File: src/rtl/osup_pkg.sv
// Shared types and constants for the oversampled dual serial channel block.
// No dependencies; used by osup_rx, osup_tx and oversampled_soft_uart_pair.
`timescale 1ns / 1ps

package osup_pkg;

    // Channel count default
    localparam int CHANNELS_DEF = 2;

    // Frame shape
    localparam int DATA_BITS     = 8;
    localparam int TX_LAST_INDEX = 9;

    // Timing register widths and reset values
    localparam int TICK_W               = 8;
    localparam int BIT_IDX_W            = 4;
    localparam logic [7:0] FIRST_SAMPLE_RST = 8'd24;
    localparam logic [7:0] BIT_TICKS_RST    = 8'd16;

    // Stream widths
    localparam int S_TDATA_W = 16;
    localparam int M_TDATA_W = 24;
    localparam int CFG_IDX_W = 1;

    // Configuration register indexes
    typedef enum logic [CFG_IDX_W-1:0] {
        REG_FIRST_SAMPLE = 1'b0,
        REG_BIT_TICKS    = 1'b1
    } cfg_reg_t;

    // Receiver phases
    typedef enum logic [1:0] {
        RX_IDLE   = 2'd0,
        RX_SAMPLE = 2'd1,
        RX_STOP   = 2'd2,
        RX_HOLD   = 2'd3
    } rx_phase_t;

    // Transmitter phases
    typedef enum logic [1:0] {
        TX_IDLE = 2'd0,
        TX_SEND = 2'd1,
        TX_LAST = 2'd2
    } tx_phase_t;

    // Timing settings handed to every channel
    typedef struct packed {
        logic [TICK_W-1:0] first_sample_ticks;
        logic [TICK_W-1:0] bit_ticks;
    } timing_t;

endpackage

File: src/rtl/osup_rx.sv
// Receiver of one serial channel: start detect, timed sampling, byte hold.
// Depends on osup_pkg.
`timescale 1ns / 1ps

module osup_rx (
    input  logic                    aclk,
    input  logic                    aresetn,
    input  logic                    tick,
    input  logic                    level,
    input  logic                    ack,
    input  osup_pkg::timing_t       timing,
    output logic                    ready,
    output logic [7:0]              rx_byte
);
    import osup_pkg::*;

    rx_phase_t              phase_reg, phase_next, phase_cur;
    logic [TICK_W-1:0]      cd_reg, cd_next;
    logic [BIT_IDX_W-1:0]   idx_reg, idx_next, idx_inc;
    logic [DATA_BITS-1:0]   shift_reg, shift_next;

    // Hold state until the next tick
    always_ff @(posedge aclk) begin
        if (!aresetn) begin
            phase_reg <= RX_IDLE;
            cd_reg    <= '0;
            idx_reg   <= '0;
            shift_reg <= '0;
        end else begin
            phase_reg <= phase_next;
            cd_reg    <= cd_next;
            idx_reg   <= idx_next;
            shift_reg <= shift_next;
        end
    end

    assign idx_inc = idx_reg + 4'd1;

    // Apply the ack first, then advance one tick
    always_comb begin
        phase_cur  = (ack && phase_reg == RX_HOLD) ? RX_IDLE : phase_reg;
        phase_next = phase_reg;
        cd_next    = cd_reg;
        idx_next   = idx_reg;
        shift_next = shift_reg;
        if (tick) begin
            phase_next = phase_cur;
            unique case (phase_cur)
                RX_IDLE: begin
                    if (!level) begin
                        phase_next = RX_SAMPLE;
                        cd_next    = timing.first_sample_ticks;
                        idx_next   = '0;
                        shift_next = '0;
                    end
                end
                RX_SAMPLE: begin
                    if (cd_reg <= 8'd1) begin
                        shift_next = shift_reg | ({7'd0, level} << idx_reg[2:0]);
                        cd_next    = timing.bit_ticks;
                        idx_next   = idx_inc;
                        if (idx_inc >= BIT_IDX_W'(DATA_BITS)) begin
                            phase_next = RX_STOP;
                        end
                    end else begin
                        cd_next = cd_reg - 8'd1;
                    end
                end
                RX_STOP: begin
                    if (level) begin
                        phase_next = RX_HOLD;
                    end
                end
                RX_HOLD: begin
                    phase_next = RX_HOLD;
                end
                default: begin
                    phase_next = RX_IDLE;
                end
            endcase
        end
    end

    assign ready   = (phase_reg == RX_HOLD);
    assign rx_byte = ready ? shift_reg : 8'd0;

endmodule

File: src/rtl/osup_tx.sv
// Transmitter of one serial channel: start bit, eight data bits, then the line returns high.
// Depends on osup_pkg.
`timescale 1ns / 1ps

module osup_tx (
    input  logic                    aclk,
    input  logic                    aresetn,
    input  logic                    tick,
    input  logic                    start,
    input  logic [7:0]              tx_byte,
    input  osup_pkg::timing_t       timing,
    output logic                    line,
    output logic                    busy
);
    import osup_pkg::*;

    tx_phase_t              phase_reg, phase_next;
    logic [TICK_W-1:0]      cd_reg, cd_next;
    logic [BIT_IDX_W-1:0]   idx_reg, idx_next, idx_inc, idx_m1;
    logic [DATA_BITS-1:0]   data_reg, data_next;
    logic                   line_reg, line_next;

    // Hold state until the next tick
    always_ff @(posedge aclk) begin
        if (!aresetn) begin
            phase_reg <= TX_IDLE;
            cd_reg    <= '0;
            idx_reg   <= '0;
            data_reg  <= '0;
            line_reg  <= 1'b1;
        end else begin
            phase_reg <= phase_next;
            cd_reg    <= cd_next;
            idx_reg   <= idx_next;
            data_reg  <= data_next;
            line_reg  <= line_next;
        end
    end

    assign busy    = (phase_reg == TX_SEND) || (phase_reg == TX_LAST);
    assign idx_inc = idx_reg + 4'd1;
    assign idx_m1  = idx_reg - 4'd1;

    // A granted request drives the start bit on the same tick
    always_comb begin
        phase_next = phase_reg;
        cd_next    = cd_reg;
        idx_next   = idx_reg;
        data_next  = data_reg;
        line_next  = line_reg;
        if (tick) begin
            priority if (start && !busy) begin
                data_next  = tx_byte;
                line_next  = 1'b0;
                idx_next   = 4'd1;
                cd_next    = timing.bit_ticks;
                phase_next = TX_SEND;
            end else if (phase_reg == TX_SEND) begin
                if (cd_reg <= 8'd1) begin
                    line_next = (idx_reg == 4'd0) ? 1'b0 : data_reg[idx_m1[2:0]];
                    idx_next  = idx_inc;
                    cd_next   = timing.bit_ticks;
                    if (idx_inc >= BIT_IDX_W'(TX_LAST_INDEX)) begin
                        phase_next = TX_LAST;
                    end
                end else begin
                    cd_next = cd_reg - 8'd1;
                end
            end else if (phase_reg == TX_LAST) begin
                if (cd_reg <= 8'd1) begin
                    line_next  = 1'b1;
                    phase_next = TX_IDLE;
                end else begin
                    cd_next = cd_reg - 8'd1;
                end
            end
        end
    end

    assign line = line_reg;

endmodule

File: src/rtl/oversampled_soft_uart_pair.sv
// Top level: timing registers, tick stream handshake and the channel array.
// Depends on osup_pkg, osup_rx and osup_tx.
`timescale 1ns / 1ps

// Usage
// Each request on the s_ channel is one oversampling tick: receive line
// levels, acks and an optional send request. Every request yields exactly one
// result on the m_ channel with the transmit lines, receive status, held
// bytes, transmitter busy flags and the send reject flag after that tick.
// The result is registered and presented the cycle after the request
// is taken. Throughput is one request per cycle; the channel state registers
// double as the result register, and s_tready stays high while the result is
// taken in the same cycle, so only a stalled m_ side blocks new requests.
// When m_tready is low the result holds and s_tready drops until it is taken.
// The cfg_ write channel is always ready; write it only while no result is
// pending. Reset (aresetn low, synchronous) idles all channels, drives the
// transmit lines high and loads 24 and 16 into the timing registers.
module oversampled_soft_uart_pair #(
    parameter int CHANNELS = osup_pkg::CHANNELS_DEF
) (
    input  logic                                aclk,
    input  logic                                aresetn,
    // rx_left, rx_right, send_request, send_byte[7:0], ack_left, ack_right
    input  logic [osup_pkg::S_TDATA_W-1:0]      s_tdata,
    // send_channel
    input  logic                                s_tuser,
    input  logic                                s_tvalid,
    output logic                                s_tready,
    // tx_left, tx_right, ready_left, ready_right, byte_left[7:0],
    // byte_right[7:0], busy_left, busy_right, send_rejected
    output logic [osup_pkg::M_TDATA_W-1:0]      m_tdata,
    output logic                                m_tvalid,
    input  logic                                m_tready,
    input  logic                                cfg_valid,
    output logic                                cfg_ready,
    input  logic [osup_pkg::CFG_IDX_W-1:0]      cfg_index,
    input  logic [osup_pkg::TICK_W-1:0]         cfg_data
);
    import osup_pkg::*;

    timing_t                timing_reg, timing_next;
    logic                   m_valid_reg, m_valid_next;
    logic                   rejected_reg, rejected_next;
    logic                   tick;

    // Unpacked request fields
    logic                   rx_left, rx_right, send_request, ack_left, ack_right;
    logic [7:0]             send_byte;
    logic                   send_channel;

    logic [CHANNELS-1:0]    start, busy, line, ready;
    logic [7:0]             rx_byte [CHANNELS];

    // Result fields, absent channels read idle
    logic                   tx_r, busy_r, ready_r;
    logic [7:0]             byte_r;

    assign rx_left      = s_tdata[0];
    assign rx_right     = s_tdata[1];
    assign send_request = s_tdata[2];
    assign send_byte    = s_tdata[10:3];
    assign ack_left     = s_tdata[11];
    assign ack_right    = s_tdata[12];
    assign send_channel = s_tuser;

    assign s_tready  = !m_valid_reg || m_tready;
    assign tick      = s_tvalid && s_tready;
    assign cfg_ready = 1'b1;

    // Timing register writes
    always_comb begin
        timing_next = timing_reg;
        if (cfg_valid) begin
            unique case (cfg_index)
                REG_FIRST_SAMPLE: timing_next.first_sample_ticks = cfg_data;
                REG_BIT_TICKS:    timing_next.bit_ticks          = cfg_data;
                default:          timing_next = timing_reg;
            endcase
        end
    end

    // Result valid and reject flag
    always_comb begin
        m_valid_next  = m_valid_reg;
        rejected_next = rejected_reg;
        if (tick) begin
            m_valid_next  = 1'b1;
            rejected_next = send_request && !(|(start & ~busy));
        end else if (m_tready) begin
            m_valid_next = 1'b0;
        end
    end

    always_ff @(posedge aclk) begin
        if (!aresetn) begin
            timing_reg.first_sample_ticks <= FIRST_SAMPLE_RST;
            timing_reg.bit_ticks          <= BIT_TICKS_RST;
            m_valid_reg                   <= 1'b0;
            rejected_reg                  <= 1'b0;
        end else begin
            timing_reg   <= timing_next;
            m_valid_reg  <= m_valid_next;
            rejected_reg <= rejected_next;
        end
    end

    // Channel array; channels past the two line fields see an idle line
    for (genvar g = 0; g < CHANNELS; g++) begin : g_chan
        logic level_g, ack_g;
        if (g == 0) begin : g_left
            assign level_g  = rx_left;
            assign ack_g    = ack_left;
            assign start[g] = send_request && !send_channel;
        end else if (g == 1) begin : g_right
            assign level_g  = rx_right;
            assign ack_g    = ack_right;
            assign start[g] = send_request && send_channel;
        end else begin : g_extra
            assign level_g  = 1'b1;
            assign ack_g    = 1'b0;
            assign start[g] = 1'b0;
        end

        osup_rx u_rx (
            .aclk    (aclk),
            .aresetn (aresetn),
            .tick    (tick),
            .level   (level_g),
            .ack     (ack_g),
            .timing  (timing_reg),
            .ready   (ready[g]),
            .rx_byte (rx_byte[g])
        );

        osup_tx u_tx (
            .aclk    (aclk),
            .aresetn (aresetn),
            .tick    (tick),
            .start   (start[g]),
            .tx_byte (send_byte),
            .timing  (timing_reg),
            .line    (line[g]),
            .busy    (busy[g])
        );
    end

    // Right channel fields, idle when only one channel is built
    if (CHANNELS > 1) begin : g_right_out
        assign tx_r    = line[1];
        assign ready_r = ready[1];
        assign byte_r  = rx_byte[1];
        assign busy_r  = busy[1];
    end else begin : g_right_idle
        assign tx_r    = 1'b1;
        assign ready_r = 1'b0;
        assign byte_r  = 8'd0;
        assign busy_r  = 1'b0;
    end

    assign m_tvalid = m_valid_reg;
    assign m_tdata  = {1'b0, rejected_reg, busy_r, busy[0], byte_r, rx_byte[0],
                       ready_r, ready[0], tx_r, line[0]};

endmodule

File: config.mk
export PLATFORM = sky130hd
export DESIGN_NAME = oversampled_soft_uart_pair
export DESIGN_NICKNAME = d
export VERILOG_FILES = /design/src/rtl/osup_pkg.sv /design/src/rtl/osup_rx.sv /design/src/rtl/osup_tx.sv /design/src/rtl/oversampled_soft_uart_pair.sv
export SDC_FILE = /design/constraint.sdc
export NUM_CORES = 1
export LEC_CHECK = 0
export BUFFER_PORTS_ARGS = -buffer_cell sky130_fd_sc_hd__buf_2
export CAP_MARGIN = 20
export CELL_PAD_IN_SITES_DETAIL_PLACEMENT = 0
export CELL_PAD_IN_SITES_GLOBAL_PLACEMENT = 1
export CORE_UTILIZATION = 44
export CTS_CLUSTER_DIAMETER = 50
export DETAILED_ROUTE_END_ITERATION = 10
export PLACE_DENSITY = 0.91
export SETUP_SLACK_MARGIN = 0.02
export SLEW_MARGIN = 40
export SYNTH_ARGS = -nofsm -noshare
export SYNTH_HDL_FRONTEND = slang
export SYNTH_SLANG_ARGS = --single-unit
File: constraint.sdc
create_clock -name aclk -period 2.7 [get_ports aclk]
set_input_delay 0.54 -clock aclk [delete_from_list [all_inputs] [get_ports aclk]]
set_output_delay 0.54 -clock aclk [all_outputs]
set_load 0.05 [all_outputs]
==> impl_metrics.json <==
{
  "status": "completed",
  "ir_worst_vdd_mv": 0.419,
  "path_class": "reg2reg",
  "detail-route-antenna-nets": 0,
  "core-area_um2": 12800,
  "p_leak_nw": 2.53,
  "synthesis.nets": 781,
  "fin_cells": 945,
  "clock_skew_ns": 0.00605,
  "ys_seq_area_share_pct": 37.0,
  "seq_area_um2": 2160,
  "dieHeight_um": 117,
  "multi_input_area_um2": 3370,
  "nFillCells": 1194,
  "cts_hold_buf": 0,
  "synth_edf_count": 0,
  "port_buffers": 52,
  "syn_area_um2": 5840,
  "slew_headroom_pct": 49.5,
  "via_per_inst": 5.79,
  "power.total_mw": 4.20,
  "ios": 58,
  "holdWs_ns": 0.422,
  "htreeDepth": 3,
  "start_util_pct": 45.7,
  "insertion_delay_ns": 0.36,
  "nets": 817,
  "grt_antenna_before_repair": 0,
  "drv_slew": 0,
  "setup_viol": 0,
  "drt_wl_total_um": 15000,
  "drc": 0,
  "dr.pass1.iters": 5,
  "cts_root_buf": "clkbuf_16",
  "drive_gt1_share_pct": 14.6,
  "synth_warnings": 0,
  "grt_pass1_wl_um": 24700,
  "rows": 41,
  "power_density_nw_per_um2": 640,
  "cts_buffer_depth": 2,
  "hold_violations": 0,
  "diodes": 0,
  "start_kind": "flip-flop",
  "min_path_type": "in2reg",
  "fin_crit_sh_pct": 85.8,
  "critPathMaxFanout": 13,
  "routedWlPerCell_um": 15.8,
  "setup_tns_ns": 0,
  "die-area_um2": 13700,
  "timing.fmax_mhz": 432,
  "synthArstFlopShare_pct": 0,
  "drt_iter0_markers": 303,
  "grt-ovfl-total": 0,
  "final_area_um2": 6560,
  "rsz0062_at_grt": "false",
  "syn_inst": 732,
  "ys_ff_latch": 108,
  "cts.clk_slew.worst_paths_ns": 0.08,
  "cap_violations": 0,
  "die_w_um": 117,
  "cts_setup_buffers": 0,
  "tightest_slew_ns": 0.755,
  "dpl.cell_count": 929,
  "period_minus_slack_ns": 2.32,
  "tritoncts": "done",
  "cts_resized": 0,
  "grt_max_degree": 40,
  "synth_cell_types": 68,
  "vias": 5473,
  "cts.sinks": 108,
  "place_area_um2": 6250,
  "synth.avg_cell_area_um2": 7.98,
  "gp_congestion": 0.868,
  "syn_to_final_growth_pct": 12.4,
  "ys.flop_type": "dfxtp_1",
  "cp.required_ns": 2.94,
  "grt_pass1_vias": 5159,
  "cp.arrival_ns": 2.56,
  "endpoint_kind": "flip-flop",
  "cts_inserted_buffers": 9,
  "dp_hpwl_um": 10600,
  "track_usage_pct": 23.1
}
==> power breakdown <==
group          switching, mW  internal, mW  total, mW  leakage [nW]
combinational          0.626         0.398       1.02          1.50
sequential             0.115          1.68       1.80         0.878
clock                  0.640         0.734       1.37         0.148
total                   1.38          2.82       4.20          2.53
==> placed cells by master (no fill, tap or decap), types with 16 or more instances in the layout <==
master   instances
ha_1            18
and3_1          21
a21oi_1         76
nand3_1         37
buf_2           52
nand2_1         95
inv_1           27
nor2_1          56
dfxtp_1        108
a22oi_1         22
o21ai_0         30
buf_4           16
==> area by class of cell <==
| type | instances | area share, % |
|---|---|---|
| sequential | 108 | 33.0 |
| multi-input combinational | 552 | 51.3 |
| tap | 172 | 3.28 |
| timing repair buffer | 69 | 6.10 |
| clock inverter | 7 | 1.28 |
| inverter | 28 | 1.60 |
| clock buffer | 9 | 3.43 |
==> cells by family (layout without fill, tap and decap cells) <==
logic type / Yosys count / count (layout) / share of synthesized area [%]
flip-flops: 108 / 108 / 37.0
XOR/XNOR: 11 / 11 / 1.65
buffers and inverters: 72 / 113 / 5.46
adder cells (fa/ha/maj): 18 / 18 / 3.86
other: 2 / 2 / 0.129
AND/OR/NAND/NOR: 297 / 297 / 25.2
multiplexers: 10 / 10 / 2.61
AO/OA/AOI/OAI: 214 / 214 / 24.0
==> worst paths after layout <==
kind                                     end  slack [ns]                        from  cells past startpoint
setup / recovery    g_chan[1].u_rx.cd_reg[2]        0.38    g_chan[1].u_rx.cd_reg[0]                      7
hold / removal                 timing_reg[8]        0.42                 cfg_data[0]                      3
setup reg to reg    g_chan[1].u_rx.cd_reg[2]        0.38    g_chan[1].u_rx.cd_reg[0]                      7
hold reg to reg   g_chan[1].u_tx.data_reg[0]        0.45  g_chan[1].u_tx.data_reg[0]                      2
==> synthesized netlist by cell type (3+ instances only) <==
master,count,area [um2]
dfxtp_1,108,2160
nand2_1,95,357
a21oi_1,76,380
nor2_1,56,210
nand3_1,37,185
o21ai_0,30,150
inv_1,27,101
clkbuf_1,26,97.6
a22oi_1,22,165
and3_1,21,131
ha_1,18,225
nor2b_1,14,87.6
nor3_1,14,70.1
o211ai_1,13,97.6
a31oi_1,12,75.1
nand2b_1,11,68.8
buf_4,10,75.1
o22ai_1,9,56.3
or2_2,9,56.3
xnor2_1,9,78.8
nor4_1,8,50.1
o32ai_1,6,52.6
or3_1,6,37.5
a211oi_1,5,37.5
a211o_1,4,35.0
a32oi_1,4,35.0
and2_1,4,25.0
buf_1,4,15.0
mux2i_1,4,40.0
mux4_2,4,90.1
nand3b_1,4,30.0
a21o_1,3,22.5
buf_2,3,15.0
o21a_1,3,22.5
o221a_2,3,33.8
o311ai_0,3,26.3
o31a_1,3,26.3
o31ai_1,3,22.5
or4_1,3,22.5
==> worst max-delay path, stage by stage, from the launching register on <==
cell and delay [ns]:
dfxtp_1 0.44, inv_1 0.07, ha_1 0.25, or2_1 0.30
nand3_1 0.45, mux2_2 0.40, a22oi_1 0.20, a21oi_1 0.10
==> layer usage <==
metal | vias up | GRT usage (%) | wire, um
li1 | 2714 | - | -
met1 | 2599 | 29.5 | 6840
met2 | 133 | 37.6 | 7110
met3 | 27 | 5.51 | 635
met4 | 0 | 8.78 | 378
met5 | - | 0 | 0
==> stage by stage <==
step | utilization, % | setup WS (ns)
3_3_place_gp | 48.8 | 0.425
3_5_place_dp | 48.9 | 0.423
5_1_grt | 51.4 | 0.235
4_1_cts | 51.4 | 0.413
6_report | 51.4 | 0.384
2_1_floorplan | - | 0.343
No activity file was read; power rests on OpenSTA's default activity.
